[src/hdl/pdts_pkg.sv]
`default_nettype none
package pdts_pkg;

  // Command codes
  localparam logic [1:0] CMD_START = 2'd0;
  localparam logic [1:0] CMD_TICK  = 2'd1;
  localparam logic [1:0] CMD_STOP  = 2'd2;

  // Verdict codes
  localparam logic [1:0] VERDICT_RUNNING = 2'd0;
  localparam logic [1:0] VERDICT_FAILED  = 2'd1;
  localparam logic [1:0] VERDICT_PASSED  = 2'd2;

  // Configuration register indexes
  localparam int unsigned CFG_IDX_W  = 3;
  localparam int unsigned CFG_DATA_W = 16;
  localparam logic [CFG_IDX_W-1:0] REG_DECAY_LIMIT    = 3'd0;
  localparam logic [CFG_IDX_W-1:0] REG_START_PRES_MAX = 3'd1;
  localparam logic [CFG_IDX_W-1:0] REG_HOLD_TIME      = 3'd2;
  localparam logic [CFG_IDX_W-1:0] REG_PUMP_TIMEOUT   = 3'd3;
  localparam logic [CFG_IDX_W-1:0] REG_FWD_STOP_VOL   = 3'd4;
  localparam logic [CFG_IDX_W-1:0] REG_RTN_STOP_VOL   = 3'd5;
  localparam logic [CFG_IDX_W-1:0] REG_STILL_LIMIT    = 3'd6;

  // Pump bit positions in the run vector
  localparam int unsigned PUMP_INLET  = 0;
  localparam int unsigned PUMP_AC     = 1;
  localparam int unsigned PUMP_RETURN = 2;

  typedef struct packed {
    logic signed [13:0] decay_limit;
    logic signed [14:0] start_pressure_max;
    logic [15:0]        hold_time_ms;
    logic [15:0]        pump_timeout_ms;
    logic [15:0]        forward_stop_volume;
    logic [15:0]        return_stop_volume;
    logic [7:0]         still_limit;
  } cfg_t;

  typedef struct packed {
    logic [1:0]         cmd;
    logic signed [14:0] pressure;
    logic signed [15:0] inlet_delta;
    logic signed [15:0] ac_delta;
    logic signed [15:0] return_delta;
    logic [9:0]         elapsed_ms;
  } item_t;

endpackage
`default_nettype wire

[src/hdl/pdts_if.sv]
`default_nettype none
interface pdts_in_if;
  logic               valid;
  logic               ready;
  logic [1:0]         cmd;
  logic signed [14:0] pressure;
  logic signed [15:0] inlet_delta;
  logic signed [15:0] ac_delta;
  logic signed [15:0] return_delta;
  logic [9:0]         elapsed_ms;

  modport source (output valid, cmd, pressure, inlet_delta, ac_delta, return_delta,
                  elapsed_ms, input ready);
  modport sink (input valid, cmd, pressure, inlet_delta, ac_delta, return_delta,
                elapsed_ms, output ready);
endinterface

interface pdts_out_if;
  logic       valid;
  logic       ready;
  logic       inlet_run;
  logic       ac_run;
  logic       return_run;
  logic       alarm;
  logic [1:0] verdict;

  modport source (output valid, inlet_run, ac_run, return_run, alarm, verdict,
                  input ready);
  modport sink (input valid, inlet_run, ac_run, return_run, alarm, verdict,
                output ready);
endinterface
`default_nettype wire

[src/hdl/pressure_decay_test_sequencer_core.sv]
`default_nettype none
// Channel   Dir  Payload                                                  Moves
// in_ch     in   cmd, pressure, inlet_delta, ac_delta, return_delta,     one request
//                elapsed_ms
// out_ch    out  inlet_run, ac_run, return_run, alarm, verdict           one result
// cfg_*     in   cfg_we, cfg_index, cfg_wdata                            one write
//
// Each request gives exactly one result. With out_ch ready, the result is shown once
// the request has passed the input register, then the result register.
// One request per clock sustained while out_ch is ready: one pass of compare/add logic
// between the two registers updates the test state.
// out_ch.ready feeds in_ch.ready combinationally: with both registers full, each
// stall cycle on out_ch holds off in_ch for that cycle.
// rst_n is synchronous: registers return to defaults, all pumps off, no verdict.
module pressure_decay_test_sequencer_core (
  input  wire logic                              clk,
  input  wire logic                              rst_n,
  pdts_in_if.sink                                in_ch,
  pdts_out_if.source                             out_ch,
  input  wire logic                              cfg_we,
  input  wire logic [pdts_pkg::CFG_IDX_W-1:0]    cfg_index,
  input  wire logic [pdts_pkg::CFG_DATA_W-1:0]   cfg_wdata
);
  import pdts_pkg::*;

  localparam logic signed [24:0] VOL_MAX = 25'sd8388607;
  localparam logic signed [24:0] VOL_MIN = -25'sd8388608;

  cfg_t cfg;

  pdts_cfg_regs u_cfg (
    .clk       (clk),
    .rst_n     (rst_n),
    .cfg_we    (cfg_we),
    .cfg_index (cfg_index),
    .cfg_wdata (cfg_wdata),
    .cfg       (cfg)
  );

  // Saturate a widened sum back to 24 bits
  function automatic logic signed [23:0] sat24(input logic signed [24:0] s);
    if (s > VOL_MAX) begin
      return VOL_MAX[23:0];
    end else if (s < VOL_MIN) begin
      return VOL_MIN[23:0];
    end
    return s[23:0];
  endfunction

  function automatic logic [16:0] mag17(input logic signed [15:0] d);
    logic signed [16:0] e;
    e = 17'(d);
    return e[16] ? unsigned'(-e) : unsigned'(e);
  endfunction

  // Input register
  logic  in_valid_r;
  item_t item_r;
  logic  out_valid_r;
  logic  advance;

  assign advance     = in_valid_r && (!out_valid_r || out_ch.ready);
  assign in_ch.ready = !in_valid_r || advance;

  always_ff @(posedge clk) begin
    if (!rst_n) begin
      in_valid_r <= 1'b0;
    end else if (in_ch.ready) begin
      in_valid_r <= in_ch.valid;
    end
  end

  always_ff @(posedge clk) begin
    if (in_ch.ready && in_ch.valid) begin
      item_r.cmd          <= in_ch.cmd;
      item_r.pressure     <= in_ch.pressure;
      item_r.inlet_delta  <= in_ch.inlet_delta;
      item_r.ac_delta     <= in_ch.ac_delta;
      item_r.return_delta <= in_ch.return_delta;
      item_r.elapsed_ms   <= in_ch.elapsed_ms;
    end
  end

  // Test state
  logic signed [23:0] inlet_vol_r, inlet_vol_nxt;
  logic signed [23:0] ac_vol_r, ac_vol_nxt;
  logic signed [23:0] rtn_vol_r, rtn_vol_nxt;
  logic signed [14:0] start_pres_r, start_pres_nxt;
  logic [2:0]         pump_run_r, pump_run_nxt;
  logic               holding_r, holding_nxt;
  logic [1:0]         pass_cnt_r, pass_cnt_nxt;
  logic [1:0]         verdict_r, verdict_nxt;
  logic               hold_armed_r, hold_armed_nxt;
  logic [15:0]        hold_left_r, hold_left_nxt;
  logic               pump_armed_r, pump_armed_nxt;
  logic [15:0]        pump_left_r, pump_left_nxt;
  logic               alarm_r, alarm_nxt;

  // Datapath terms
  logic signed [23:0] inlet_sum, ac_sum, rtn_sum;
  logic signed [24:0] fwd_target, rtn_target;
  logic               all_still;
  logic               start_too_high;
  logic signed [15:0] pres_rise;
  logic               rise_ok;
  logic [15:0]        ms_ext;
  logic               hold_expired, pump_expired;
  logic [1:0]         pass_inc;

  assign inlet_sum  = sat24(25'(inlet_vol_r) + 25'(item_r.inlet_delta));
  assign ac_sum     = sat24(25'(ac_vol_r) + 25'(item_r.ac_delta));
  assign rtn_sum    = sat24(25'(rtn_vol_r) + 25'(item_r.return_delta));
  assign fwd_target = signed'(25'(cfg.forward_stop_volume));
  assign rtn_target = -signed'(25'(cfg.return_stop_volume));
  assign all_still  = (mag17(item_r.inlet_delta) <= 17'(cfg.still_limit)) &&
                      (mag17(item_r.ac_delta) <= 17'(cfg.still_limit)) &&
                      (mag17(item_r.return_delta) <= 17'(cfg.still_limit));
  assign start_too_high = item_r.pressure > cfg.start_pressure_max;
  assign pres_rise    = 16'(item_r.pressure) - 16'(start_pres_r);
  assign rise_ok      = pres_rise < 16'(cfg.decay_limit);
  assign ms_ext       = 16'(item_r.elapsed_ms);
  assign hold_expired = ms_ext >= hold_left_r;
  assign pump_expired = ms_ext >= pump_left_r;
  assign pass_inc     = (pass_cnt_r == 2'd3) ? pass_cnt_r : pass_cnt_r + 2'd1;

  logic do_setup, do_fail, do_halt;

  // Sequencer update for one request
  always_comb begin
    inlet_vol_nxt  = inlet_vol_r;
    ac_vol_nxt     = ac_vol_r;
    rtn_vol_nxt    = rtn_vol_r;
    start_pres_nxt = start_pres_r;
    pump_run_nxt   = pump_run_r;
    holding_nxt    = holding_r;
    pass_cnt_nxt   = pass_cnt_r;
    verdict_nxt    = verdict_r;
    hold_armed_nxt = hold_armed_r;
    hold_left_nxt  = hold_left_r;
    pump_armed_nxt = pump_armed_r;
    pump_left_nxt  = pump_left_r;
    alarm_nxt      = alarm_r;
    do_setup = 1'b0;
    do_fail  = 1'b0;
    do_halt  = 1'b0;

    unique case (item_r.cmd)
      CMD_START: begin
        verdict_nxt  = VERDICT_RUNNING;
        pass_cnt_nxt = 2'd0;
        alarm_nxt    = 1'b0;
        holding_nxt  = 1'b0;
        do_setup     = 1'b1;
      end
      CMD_TICK: begin
        if (verdict_r == VERDICT_RUNNING && (hold_armed_r || pump_armed_r)) begin
          if (holding_r) begin
            // hold phase: wait out the timer, then judge the rise
            if (hold_armed_r) begin
              if (hold_expired) begin
                holding_nxt    = 1'b0;
                hold_armed_nxt = 1'b0;
                hold_left_nxt  = 16'd0;
                if (rise_ok) begin
                  pass_cnt_nxt = pass_inc;
                  if (pass_inc > 2'd1) begin
                    verdict_nxt = VERDICT_PASSED;
                    do_halt     = 1'b1;
                  end else begin
                    do_setup = 1'b1;
                  end
                end else begin
                  do_fail = 1'b1;
                end
              end else begin
                hold_left_nxt = hold_left_r - ms_ext;
              end
            end
          end else begin
            // pump phase: accumulate and stop pumps at target
            inlet_vol_nxt = inlet_sum;
            ac_vol_nxt    = ac_sum;
            rtn_vol_nxt   = rtn_sum;
            if (pump_run_r[PUMP_INLET] && 25'(inlet_sum) >= fwd_target) begin
              pump_run_nxt[PUMP_INLET] = 1'b0;
            end
            if (pump_run_r[PUMP_AC] && 25'(ac_sum) >= fwd_target) begin
              pump_run_nxt[PUMP_AC] = 1'b0;
            end
            if (pump_run_r[PUMP_RETURN] && 25'(rtn_sum) <= rtn_target) begin
              pump_run_nxt[PUMP_RETURN] = 1'b0;
            end
            if (pump_run_r == 3'b000 && all_still) begin
              holding_nxt    = 1'b1;
              hold_armed_nxt = 1'b1;
              hold_left_nxt  = cfg.hold_time_ms;
              pump_armed_nxt = 1'b0;
              pump_left_nxt  = 16'd0;
            end else if (pump_armed_r) begin
              if (pump_expired) begin
                do_fail = 1'b1;
              end else begin
                pump_left_nxt = pump_left_r - ms_ext;
              end
            end
          end
        end
      end
      CMD_STOP: do_halt = 1'b1;
      default: ;
    endcase

    // Setup: fail at once if the start pressure is too high
    if (do_setup) begin
      if (start_too_high) begin
        do_fail = 1'b1;
      end else begin
        start_pres_nxt = item_r.pressure;
        inlet_vol_nxt  = '0;
        ac_vol_nxt     = '0;
        rtn_vol_nxt    = '0;
        pump_run_nxt   = 3'b111;
        pump_armed_nxt = 1'b1;
        pump_left_nxt  = cfg.pump_timeout_ms;
        hold_armed_nxt = 1'b0;
        hold_left_nxt  = 16'd0;
        holding_nxt    = 1'b0;
      end
    end

    if (do_fail) begin
      verdict_nxt = VERDICT_FAILED;
      alarm_nxt   = 1'b1;
      do_halt     = 1'b1;
    end

    if (do_halt) begin
      pump_run_nxt   = 3'b000;
      hold_armed_nxt = 1'b0;
      hold_left_nxt  = 16'd0;
      pump_armed_nxt = 1'b0;
      pump_left_nxt  = 16'd0;
      holding_nxt    = 1'b0;
    end
  end

  // State registers
  always_ff @(posedge clk) begin
    if (!rst_n) begin
      inlet_vol_r  <= '0;
      ac_vol_r     <= '0;
      rtn_vol_r    <= '0;
      start_pres_r <= '0;
      pump_run_r   <= 3'b000;
      holding_r    <= 1'b0;
      pass_cnt_r   <= 2'd0;
      verdict_r    <= VERDICT_RUNNING;
      hold_armed_r <= 1'b0;
      hold_left_r  <= 16'd0;
      pump_armed_r <= 1'b0;
      pump_left_r  <= 16'd0;
      alarm_r      <= 1'b0;
    end else if (advance) begin
      inlet_vol_r  <= inlet_vol_nxt;
      ac_vol_r     <= ac_vol_nxt;
      rtn_vol_r    <= rtn_vol_nxt;
      start_pres_r <= start_pres_nxt;
      pump_run_r   <= pump_run_nxt;
      holding_r    <= holding_nxt;
      pass_cnt_r   <= pass_cnt_nxt;
      verdict_r    <= verdict_nxt;
      hold_armed_r <= hold_armed_nxt;
      hold_left_r  <= hold_left_nxt;
      pump_armed_r <= pump_armed_nxt;
      pump_left_r  <= pump_left_nxt;
      alarm_r      <= alarm_nxt;
    end
  end

  // Result register
  logic [2:0] out_run_r;
  logic       out_alarm_r;
  logic [1:0] out_verdict_r;

  always_ff @(posedge clk) begin
    if (!rst_n) begin
      out_valid_r <= 1'b0;
    end else if (advance) begin
      out_valid_r <= 1'b1;
    end else if (out_ch.ready) begin
      out_valid_r <= 1'b0;
    end
  end

  always_ff @(posedge clk) begin
    if (advance) begin
      out_run_r     <= pump_run_nxt;
      out_alarm_r   <= alarm_nxt;
      out_verdict_r <= verdict_nxt;
    end
  end

  assign out_ch.valid      = out_valid_r;
  assign out_ch.inlet_run  = out_run_r[PUMP_INLET];
  assign out_ch.ac_run     = out_run_r[PUMP_AC];
  assign out_ch.return_run = out_run_r[PUMP_RETURN];
  assign out_ch.alarm      = out_alarm_r;
  assign out_ch.verdict    = out_verdict_r;

  // Hold flag and hold timer move together
  a_hold_armed: assert property (@(posedge clk) disable iff (!rst_n)
    holding_r == hold_armed_r)
    else $error("holding flag and hold timer disagree");

  // The two timers are never armed at once
  a_one_timer: assert property (@(posedge clk) disable iff (!rst_n)
    !(hold_armed_r && pump_armed_r))
    else $error("hold and pump timers both armed");

  // A latched verdict leaves everything halted
  a_verdict_halt: assert property (@(posedge clk) disable iff (!rst_n)
    verdict_r != VERDICT_RUNNING |-> (pump_run_r == 3'b000 && !hold_armed_r && !pump_armed_r))
    else $error("verdict latched with pumps or timers active");

  // Alarm only with a failed verdict
  a_alarm_fail: assert property (@(posedge clk) disable iff (!rst_n)
    alarm_r |-> verdict_r == VERDICT_FAILED)
    else $error("alarm without failed verdict");

  // Pumps only run while the pump timeout is armed
  a_run_armed: assert property (@(posedge clk) disable iff (!rst_n)
    pump_run_r != 3'b000 |-> pump_armed_r)
    else $error("pump running without timeout armed");

endmodule
`default_nettype wire

[src/hdl/pdts_cfg_regs.sv]
`default_nettype none
module pdts_cfg_regs (
  input  wire logic                              clk,
  input  wire logic                              rst_n,
  input  wire logic                              cfg_we,
  input  wire logic [pdts_pkg::CFG_IDX_W-1:0]    cfg_index,
  input  wire logic [pdts_pkg::CFG_DATA_W-1:0]   cfg_wdata,
  output pdts_pkg::cfg_t                         cfg
);
  import pdts_pkg::*;

  cfg_t cfg_r;
  cfg_t cfg_nxt;

  // Register decode; unknown indexes are dropped
  always_comb begin
    cfg_nxt = cfg_r;
    if (cfg_we) begin
      unique case (cfg_index)
        REG_DECAY_LIMIT:    cfg_nxt.decay_limit         = signed'(cfg_wdata[13:0]);
        REG_START_PRES_MAX: cfg_nxt.start_pressure_max  = signed'(cfg_wdata[14:0]);
        REG_HOLD_TIME:      cfg_nxt.hold_time_ms        = cfg_wdata;
        REG_PUMP_TIMEOUT:   cfg_nxt.pump_timeout_ms     = cfg_wdata;
        REG_FWD_STOP_VOL:   cfg_nxt.forward_stop_volume = cfg_wdata;
        REG_RTN_STOP_VOL:   cfg_nxt.return_stop_volume  = cfg_wdata;
        REG_STILL_LIMIT:    cfg_nxt.still_limit         = cfg_wdata[7:0];
        default: ;
      endcase
    end
  end

  always_ff @(posedge clk) begin
    if (!rst_n) begin
      cfg_r.decay_limit         <= 14'sd50;
      cfg_r.start_pressure_max  <= -15'sd3250;
      cfg_r.hold_time_ms        <= 16'd5000;
      cfg_r.pump_timeout_ms     <= 16'd5000;
      cfg_r.forward_stop_volume <= 16'd280;
      cfg_r.return_stop_volume  <= 16'd900;
      cfg_r.still_limit         <= 8'd2;
    end else begin
      cfg_r <= cfg_nxt;
    end
  end

  assign cfg = cfg_r;

endmodule
`default_nettype wire

[src/flat_wrapper.sv]
// flat-port wrapper written by rule: the top's interface ports become plain ports
module pressure_decay_test_sequencer_core_flat import pdts_pkg::*;
  (clk, rst_n, cfg_we, cfg_index, cfg_wdata, in_ch_valid, in_ch_cmd, in_ch_pressure, in_ch_inlet_delta, in_ch_ac_delta, in_ch_return_delta, in_ch_elapsed_ms, in_ch_ready, out_ch_valid, out_ch_inlet_run, out_ch_ac_run, out_ch_return_run, out_ch_alarm, out_ch_verdict, out_ch_ready);
  pdts_in_if in_ch_i ();
  pdts_out_if out_ch_i ();
  input  wire logic clk;
  input  wire logic rst_n;
  input  wire logic cfg_we;
  input  wire logic [pdts_pkg::CFG_IDX_W-1:0] cfg_index;
  input  wire logic [pdts_pkg::CFG_DATA_W-1:0] cfg_wdata;
  input wire logic [$bits(in_ch_i.valid)-1:0] in_ch_valid;
  input wire logic [$bits(in_ch_i.cmd)-1:0] in_ch_cmd;
  input wire logic [$bits(in_ch_i.pressure)-1:0] in_ch_pressure;
  input wire logic [$bits(in_ch_i.inlet_delta)-1:0] in_ch_inlet_delta;
  input wire logic [$bits(in_ch_i.ac_delta)-1:0] in_ch_ac_delta;
  input wire logic [$bits(in_ch_i.return_delta)-1:0] in_ch_return_delta;
  input wire logic [$bits(in_ch_i.elapsed_ms)-1:0] in_ch_elapsed_ms;
  output wire logic [$bits(in_ch_i.ready)-1:0] in_ch_ready;
  output wire logic [$bits(out_ch_i.valid)-1:0] out_ch_valid;
  output wire logic [$bits(out_ch_i.inlet_run)-1:0] out_ch_inlet_run;
  output wire logic [$bits(out_ch_i.ac_run)-1:0] out_ch_ac_run;
  output wire logic [$bits(out_ch_i.return_run)-1:0] out_ch_return_run;
  output wire logic [$bits(out_ch_i.alarm)-1:0] out_ch_alarm;
  output wire logic [$bits(out_ch_i.verdict)-1:0] out_ch_verdict;
  input wire logic [$bits(out_ch_i.ready)-1:0] out_ch_ready;
  assign in_ch_i.valid = in_ch_valid;
  assign in_ch_i.cmd = in_ch_cmd;
  assign in_ch_i.pressure = in_ch_pressure;
  assign in_ch_i.inlet_delta = in_ch_inlet_delta;
  assign in_ch_i.ac_delta = in_ch_ac_delta;
  assign in_ch_i.return_delta = in_ch_return_delta;
  assign in_ch_i.elapsed_ms = in_ch_elapsed_ms;
  assign in_ch_ready = in_ch_i.ready;
  assign out_ch_valid = out_ch_i.valid;
  assign out_ch_inlet_run = out_ch_i.inlet_run;
  assign out_ch_ac_run = out_ch_i.ac_run;
  assign out_ch_return_run = out_ch_i.return_run;
  assign out_ch_alarm = out_ch_i.alarm;
  assign out_ch_verdict = out_ch_i.verdict;
  assign out_ch_i.ready = out_ch_ready;
  pressure_decay_test_sequencer_core u_core (.clk(clk), .rst_n(rst_n), .in_ch(in_ch_i), .out_ch(out_ch_i), .cfg_we(cfg_we), .cfg_index(cfg_index), .cfg_wdata(cfg_wdata));
endmodule
[config.mk]
export PLATFORM = sky130hd
export DESIGN_NAME = pressure_decay_test_sequencer_core_flat
export DESIGN_NICKNAME = d
export VERILOG_FILES = /design/src/hdl/pdts_pkg.sv /design/src/hdl/pdts_if.sv /design/src/hdl/pressure_decay_test_sequencer_core.sv /design/src/hdl/pdts_cfg_regs.sv /design/src/flat_wrapper.sv
export SDC_FILE = /design/constraint.sdc
export NUM_CORES = 1
export LEC_CHECK = 0
export ABC_AREA = 1
export BUFFER_PORTS_ARGS = -buffer_cell sky130_fd_sc_hd__buf_2
export CAP_MARGIN = 20
export CORE_AREA = 8 8 243 198
export CTS_CLUSTER_DIAMETER = 200
export CTS_CLUSTER_SIZE = 12
export DETAILED_ROUTE_END_ITERATION = 8
export DIE_AREA = 0 0 251 206
export GPL_TIMING_DRIVEN = 0
export PLACE_DENSITY = 0.82
export REMOVE_ABC_BUFFERS = 1
export SLEW_MARGIN = 0
export SYNTH_ARGS = -nofsm -noshare
export SYNTH_HDL_FRONTEND = slang
export SYNTH_HIERARCHICAL = 1
export SYNTH_SLANG_ARGS = --single-unit
[constraint.sdc]
create_clock -name clk -period 8.55 [get_ports clk]
set_clock_uncertainty 0.1 [all_clocks]
set_input_delay 0 -clock clk [delete_from_list [all_inputs] [get_ports clk]]
set_output_delay 0 -clock clk [all_outputs]
set_load 0.005 [all_outputs]
==> results of run 1 <==
## what timing repair did
action / in CTS / in global routing
endpoints found under the hold margin: 234 / 0
resized for setup: 0 / 0
hold buffers: 164 / 0
## cell type report
| class | instances | area, um2 |
|---|---|---|
| Inverter | 379 | 1430 |
| Tap cell | 568 | 711 |
| Sequential cell | 314 | 7100 |
| Clock buffer | 47 | 815 |
| Timing Repair Buffer | 279 | 2380 |
| Clock inverter | 2 | 41.3 |
| Antenna cell | 3 | 7.51 |
| Fill cell | 3907 | 16700 |
| Multi-Input combinational cell | 2766 | 14900 |
## worst max path at each step
stage / from / to / slack (ns) / cells past startpoint
final: u_core/item_r[58] / u_core/hold_left_r[1] / 2.51 / 34
after global routing: u_core/item_r[58] / u_core/hold_left_r[9] / 1.99 / 34
after CTS: u_core/item_r[58] / u_core/hold_left_r[1] / 2.68 / 34
after detailed placement: u_core/item_r[58] / u_core/hold_left_r[15] / 2.73 / 34
after global placement: u_core/item_r[74] / u_core/inlet_vol_r[19] / -3.35 / 11
after floorplan: u_core/item_r[74] / u_core/inlet_vol_r[17] / 2.58 / 11
## stage by stage
stage	setup TNS [ns]	hold slack, ns	instance area (um2)
2_1_floorplan	0	-0.0154	23400
3_3_place_gp	-201.17	0.0760	24600
3_5_place_dp	0	0.0781	24800
4_1_cts	0	0.000952	27300
5_1_grt	0	0.00914	27300
6_report	0	0.00627	27300
## registers in the layout, indices dropped and copies added (netlist names), 3 cells and up
| name | flops |
|---|---|
| u_core/u_cfg/cfg | 101 |
| u_core/hold_left_r | 16 |
| u_core/inlet_vol_r | 24 |
| u_core/item_r | 75 |
| u_core/pump_run_r | 3 |
| u_core/start_pres_r | 15 |
| u_core/rtn_vol_r | 24 |
| u_core/out_run_r | 3 |
| u_core/ac_vol_r | 24 |
| u_core/pump_left_r | 16 |
## kinds of logic (layout without fill, tap and decap cells)
| group | after synthesis | after routing | synth area share |
|---|---|---|---|
| adders and majority gates | 231 | 231 | 0.123 |
| xor gates and xnor gates | 115 | 115 | 0.0421 |
| AOI/OAI and AO/OA | 607 | 607 | 0.138 |
| buffers and inverters | 499 | 707 | 0.0826 |
| other | 0 | 3 | 0 |
| DFF | 314 | 314 | 0.297 |
| and+or+nand+nor | 1813 | 1813 | 0.318 |
## power by group through the flow
stage | Clock [mW] | Combinational [mW] | Sequential, mW
floorplan | 0 | 0.449 | 1.64
global placement | 0 | 0.616 | 1.66
detailed placement | 0 | 0.637 | 1.66
CTS | 1.28 | 0.697 | 1.62
global route | 1.34 | 0.807 | 1.63
finish | 1.27 | 0.719 | 1.63
## cells in the mapped netlist (48+ instances only)
cell type / count / share of area
nand2_1: 864 / 0.14
nor2_1: 515 / 0.081
inv_1: 362 / 0.057
a21oi_1: 323 / 0.068
nand3_1: 268 / 0.056
dfxtp_1: 233 / 0.19
ha_1: 225 / 0.12
o21ai_0: 172 / 0.036
xor2_1: 83 / 0.030
edfxtp_1: 81 / 0.10
clkbuf_1: 67 / 0.011
nand4_1: 48 / 0.013
## routing by layer
metal	global-route usage	vias to the layer above	part of all wire
met5	0	-	0.00035
met2	0.435	1197	0.43
li1	-	12150	-
met4	0.100	4	0.037
met1	0.363	11170	0.43
met3	0.0537	194	0.10
## placed cells by master, fill, tap and decap left out, types with 12 or more instances in the layout
cell type / instances
or2_2: 17
clkbuf_1: 17
clkbuf_16: 30
nor2_4: 13
a31oi_1: 12
nor3_1: 43
nand4_1: 48
buf_2: 105
a21boi_0: 18
o21ai_0: 172
dfxtp_1: 233
nor2_1: 514
dlygate4sd3_1: 164
a21oi_1: 323
ha_1: 225
xnor2_1: 32
nand2_1: 863
o211ai_1: 15
edfxtp_1: 81
nand3_1: 268
inv_1: 359
o21bai_1: 12
xor2_1: 83
inv_2: 17
==> flow_metrics.py, run 1 <==
metrics = {
    "yosys": {
        "ys_ff_latch": 314,
        "synth_edf_count": 81,
        "async_reset_ff_frac": 0,
        "ys.flop_type": "dfxtp_1",
        "ys_warn_count": 6,
        "ys_seq_area_frac": 0.297,
        "synth_area_um2": 23900,
        "postSynthAreaPerCell_um2": 6.68,
        "synthCells": 3579,
        "synth_cell_type_count": 52,
    },
    "timing": {
        "rsz0062_at_grt": "false",
        "setup_viol": 0,
        "max_clock_freq_mhz": 166,
        "final-hold-violation-count": 0,
        "period_needed_ns": 6.04,
        "layout_setup_ws_ns": 2.51,
        "slew_headroom": 0.207,
        "max_slew.worst_pin.slew_ns": 1.19,
        "slew_viol_final": 0,
        "min_period_over_period": 0.707,
    },
    "global_route": {
        "overflow": 0,
        "grt_max_degree": 95,
        "antenna_found_initial": 5,
        "grt_pass1_vias": 22899,
        "track_usage": 0.272,
        "grt_pass1_wl_um": 117000,
    },
    "min_path": {
        "hold_start": "in_ch_ac_delta[3]",
        "whs_endpoint": "u_core/item_r[29]",
        "hold_path_class": "primary input to flip-flop",
        "hold_depth": 2,
    },
    "place": {
        "hpwl_um": 49800,
        "gp_congestion": 0.966,
        "pre_cts_ws_ns": 2.73,
        "placed_cells": 4142,
        "port_buffers": 106,
    },
    "floorplanning": {
        "die-area_um2": 51700,
        "die_width_um": 251,
        "core_area_um2": 44000,
        "placementRows": 69,
        "initial_utilization": 0.543,
        "die_h_um": 206,
        "ioPinCount": 107,
    },
    "pwr": {
        "power_frac_seq": 0.450,
        "pwr-share-comb": 0.199,
        "p_switching_mw": 1.12,
        "ir_drop_mv": 0.168,
        "p_clk_frac": 0.351,
        "p_leak_nw": 12.6,
        "finalPower_mw": 3.62,
        "p_int_mw": 2.50,
        "power_per_cell_area_nw_per_um2": 132,
        "p_sw_frac": 0.309,
    },
    "clock_tree": {
        "clockBufferDepth": 3,
        "htreeDepth": 1,
        "cts_tree": "yes",
        "clk_latency_ns": 0.62,
        "cts.sinks": 314,
        "cts_buffers": 30,
        "clkTransAtPathRegs_ns": 0.08,
        "root_buffer": "clkbuf_16",
        "postCtsSetupBuffers": 0,
    },
    "layout": {
        "final_util": 0.621,
        "syn_to_final_growth_pct": 14.3,
        "final_cell_count_no_fill": 4358,
        "drive_above_1_share": 0.0594,
        "final_nets": 4100,
    },
    "outcome": {
        "status": "completed",
    },
    "drt": {
        "viasPerCell": 5.67,
        "dr.pass1.iters": 8,
        "drtIter0Drc": 2634,
        "drc": 0,
        "wl_per_cell_um": 16.6,
        "wirelength_um": 72500,
        "ant_nets": 0,
        "vias": 24715,
    },
    "worst_setup_path": {
        "required_ns": 8.98,
        "r2r_end": "u_core/hold_left_r[1]",
        "max_stage_delay_ns": 0.50,
        "cp_slowest_cell": "inv_2",
        "arrival_ns": 6.47,
        "crit_path_max_fanout": 41,
        "cp_common_cell": "nand2_1",
        "crit_family": "simple AND/OR/NAND/NOR gates",
        "crit_path_end_kind": "flip-flop",
        "cp-start-kind": "flip-flop",
        "r2r-start": "u_core/item_r[58]",
        "reg2reg_depth": 34,
        "ff2ff_setup_slack_ns": 2.51,
        "path_class": "flip-flop to flip-flop",
        "crit_buf_inv": 6,
    },
    "job": {
        "cap_violations": 0,
    },
}
Note: power is estimated with default switching activity, not from simulation.
==> run 2: changes to the inputs <==
--- a/config.mk
+++ b/config.mk
@@ -14,7 +14,7 @@
 export DETAILED_ROUTE_END_ITERATION = 8
 export DIE_AREA = 0 0 251 206
 export GPL_TIMING_DRIVEN = 0
-export PLACE_DENSITY = 0.82
+export PLACE_DENSITY = 0.85
 export REMOVE_ABC_BUFFERS = 1
 export SLEW_MARGIN = 0
 export SYNTH_ARGS = -nofsm -noshare
==> constraint.sdc (replaced) <==
create_clock -name clk -period 5.11 [get_ports clk]
set_clock_uncertainty 0.1 [all_clocks]
set_input_delay 0 -clock clk [delete_from_list [all_inputs] [get_ports clk]]
set_output_delay 0 -clock clk [all_outputs]
set_load 0.005 [all_outputs]
==> run 2 against run 1 <==
Design area grew 1.9%. Clock-buffer cell count stayed put. Power rose by 70%. Critical path type unchanged. Critical endpoint is now u_core/hold_left_r[11].
==> flow_metrics.py, run 2 (same netlist as run 1, synthesis figures left out) <==
metrics = {
    "place": {
        "port_buffers": 106,
        "gp_congestion": 0.959,
        "hpwl_um": 49700,
        "dpl_cell_area_um2": 24800,
    },
    "pwr": {
        "pwr-share-comb": 0.211,
        "power_per_cell_area_nw_per_um2": 220,
        "p_leak_nw": 12.8,
        "ir_drop_mv": 0.283,
        "p_switching_mw": 1.91,
        "power_frac_seq": 0.443,
        "p_sw_frac": 0.312,
        "p_clk_frac": 0.347,
        "finalPower_mw": 6.13,
        "p_int_mw": 4.22,
    },
    "worst_setup_path": {
        "path_class": "flip-flop to flip-flop",
        "cp_common_cell": "nand2_1",
        "crit_path_max_fanout": 6,
        "ff2ff_setup_slack_ns": 0.15,
        "cp-start-kind": "flip-flop",
        "required_ns": 5.56,
        "crit_path_end_kind": "flip-flop",
        "max_stage_delay_ns": 0.39,
        "cp_slowest_cell": "edfxtp_1",
        "arrival_ns": 5.41,
    },
    "floorplanning": {
        "ioPinCount": 107,
        "initial_utilization": 0.543,
        "core_area_um2": 44000,
        "die-area_um2": 51700,
        "placementRows": 69,
        "die_width_um": 251,
        "die_h_um": 206,
    },
    "layout": {
        "drive_above_1_share": 0.0755,
        "syn_to_final_growth_pct": 16.5,
        "fill_cells": 3820,
        "mostFrequentLayoutCells": "nand2_1, nor2_1, inv_1",
        "finish.instance_area_um2": 27900,
        "final_nets": 4143,
        "largest_register_ffs": 101,
        "final_common_cell": "nand2_1",
    },
    "outcome": {
        "status": "completed",
    },
    "timing": {
        "slew_headroom": 0.342,
        "slew_viol_final": 0,
        "min_period_over_period": 0.970,
        "rsz0062_at_grt": "true",
        "max_slew.worst_pin.slew_ns": 0.984,
        "period_needed_ns": 4.96,
        "max_clock_freq_mhz": 202,
        "final-hold-violation-count": 0,
        "setup_viol": 0,
    },
    "drt": {
        "drc": 0,
        "wirelength_um": 75300,
        "viasPerCell": 5.73,
        "dr.pass1.iters": 8,
        "wl_per_cell_um": 17.1,
        "vias": 25200,
        "drtIter0Drc": 2746,
        "ant_nets": 0,
    },
    "global_route": {
        "antenna_found_initial": 3,
        "overflow": 0,
        "grt_max_degree": 93,
        "grt_pass1_vias": 23067,
        "track_usage": 0.273,
        "grt_pass1_wl_um": 117000,
    },
    "clock_tree": {
        "root_buffer": "clkbuf_16",
        "clkTransAtPathRegs_ns": 0.08,
        "clk_latency_ns": 0.63,
        "cts_tree": "yes",
        "cts_buffers": 30,
        "htreeDepth": 1,
        "clockBufferDepth": 3,
        "cts.sinks": 314,
    },
    "min_path": {
        "hold_path_class": "primary input to flip-flop",
    },
    "job": {
        "cap_violations": 0,
    },
}
-- run 2: cell count changes in the layout (fill, tap and decap cells not counted), moves of 3 or more --
| cell | before | now |
|---|---|---|
| buf_4 | 1 | 37 |
| a21oi_1 | 323 | 320 |
| inv_1 | 359 | 356 |
| nand2_1 | 863 | 858 |
| xor2_1 | 83 | 80 |
| nand3_2 | 0 | 3 |
| o21ai_0 | 172 | 167 |
| a21oi_2 | 1 | 4 |
| nand3_1 | 268 | 265 |
| o21ai_1 | 10 | 15 |
| xor2_2 | 0 | 3 |
| nand2_4 | 5 | 8 |
-- run 2: what timing repair did --
action	CTS	global route
gates resized for setup	10	30
endpoints found under the hold margin	226	0
hold buffers	163	0
setup buffers	11	29
cloned	1	2
pin swaps	1	8
endpoints found under the setup margin	81	135
-- run 2: power by group through the flow --
| stage | logic, mW | registers (mW) | clock network, mW |
|---|---|---|---|
| after CTS | 1.19 | 2.71 | 2.13 |
| after global routing | 1.42 | 2.72 | 2.23 |
| final | 1.29 | 2.71 | 2.13 |
| after detailed placement | 1.07 | 2.77 | 0 |
| after floorplan | 0.752 | 2.74 | 0 |
| after global placement | 1.03 | 2.78 | 0 |
-- run 2: path summary, 6_finish.rpt --
path | startpoint | endpoint | cells after the start
setup / recovery | u_core/item_r[58] | u_core/hold_left_r[11] | 33
hold reg to reg | u_core/start_pres_r[2] | u_core/start_pres_r[2] | 2
hold / removal | in_ch_ac_delta[9] | u_core/item_r[35] | 2
setup reg to reg | u_core/item_r[58] | u_core/hold_left_r[11] | 33
-- run 2: cell type report --
cell class | count | area [um2] | share of cell area
Sequential cell | 314 | 7100 | 0.255
Antenna cell | 1 | 2.50 | 0.0000898
Clock buffer | 47 | 815 | 0.0292
Inverter | 379 | 1460 | 0.0525
Clock inverter | 2 | 41.3 | 0.00148
Timing Repair inverter | 2 | 22.5 | 0.000808
Timing Repair Buffer | 319 | 2720 | 0.0977
Tap cell | 568 | 711 | 0.0255
Multi-Input combinational cell | 2767 | 15000 | 0.538
-- run 2: stage by stage --
stage / cells / hold WS (ns) / setup TNS, ns / setup slack (ns) / utilization
CTS: 4365 / 0.00455 / 0 / 0.0138 / 0.624
finish: 4399 / 0.0220 / 0 / 0.154 / 0.633
detailed placement: 4142 / 0.0781 / -20.95 / -0.607 / 0.564
floorplan: 3459 / -0.0154 / -35.98 / -0.861 / -
global route: 4399 / 0.0258 / -2.57 / -0.120 / 0.633
global placement: 4133 / 0.0762 / -550.19 / -6.62 / 0.559
-- run 2: critical path: cells and delay by family (launching register included) --
family          cells  cell delay, ns
xor+xnor            2            0.34
compound gates      8            1.16
fa+ha+maj           3            0.76
buf+inv             6            0.65
flops               1            0.39
simple gates       14            1.48
-- run 2: layer usage --
metal	global-route usage	share of wire	vias to the layer above	routed length, um
li1	-	-	12241	-
met1	0.363	0.42	11448	31400
met2	0.445	0.44	1278	33100
met3	0.0464	0.11	229	8160
met4	0.0976	0.036	4	2690
met5	0	0.00036	-	27
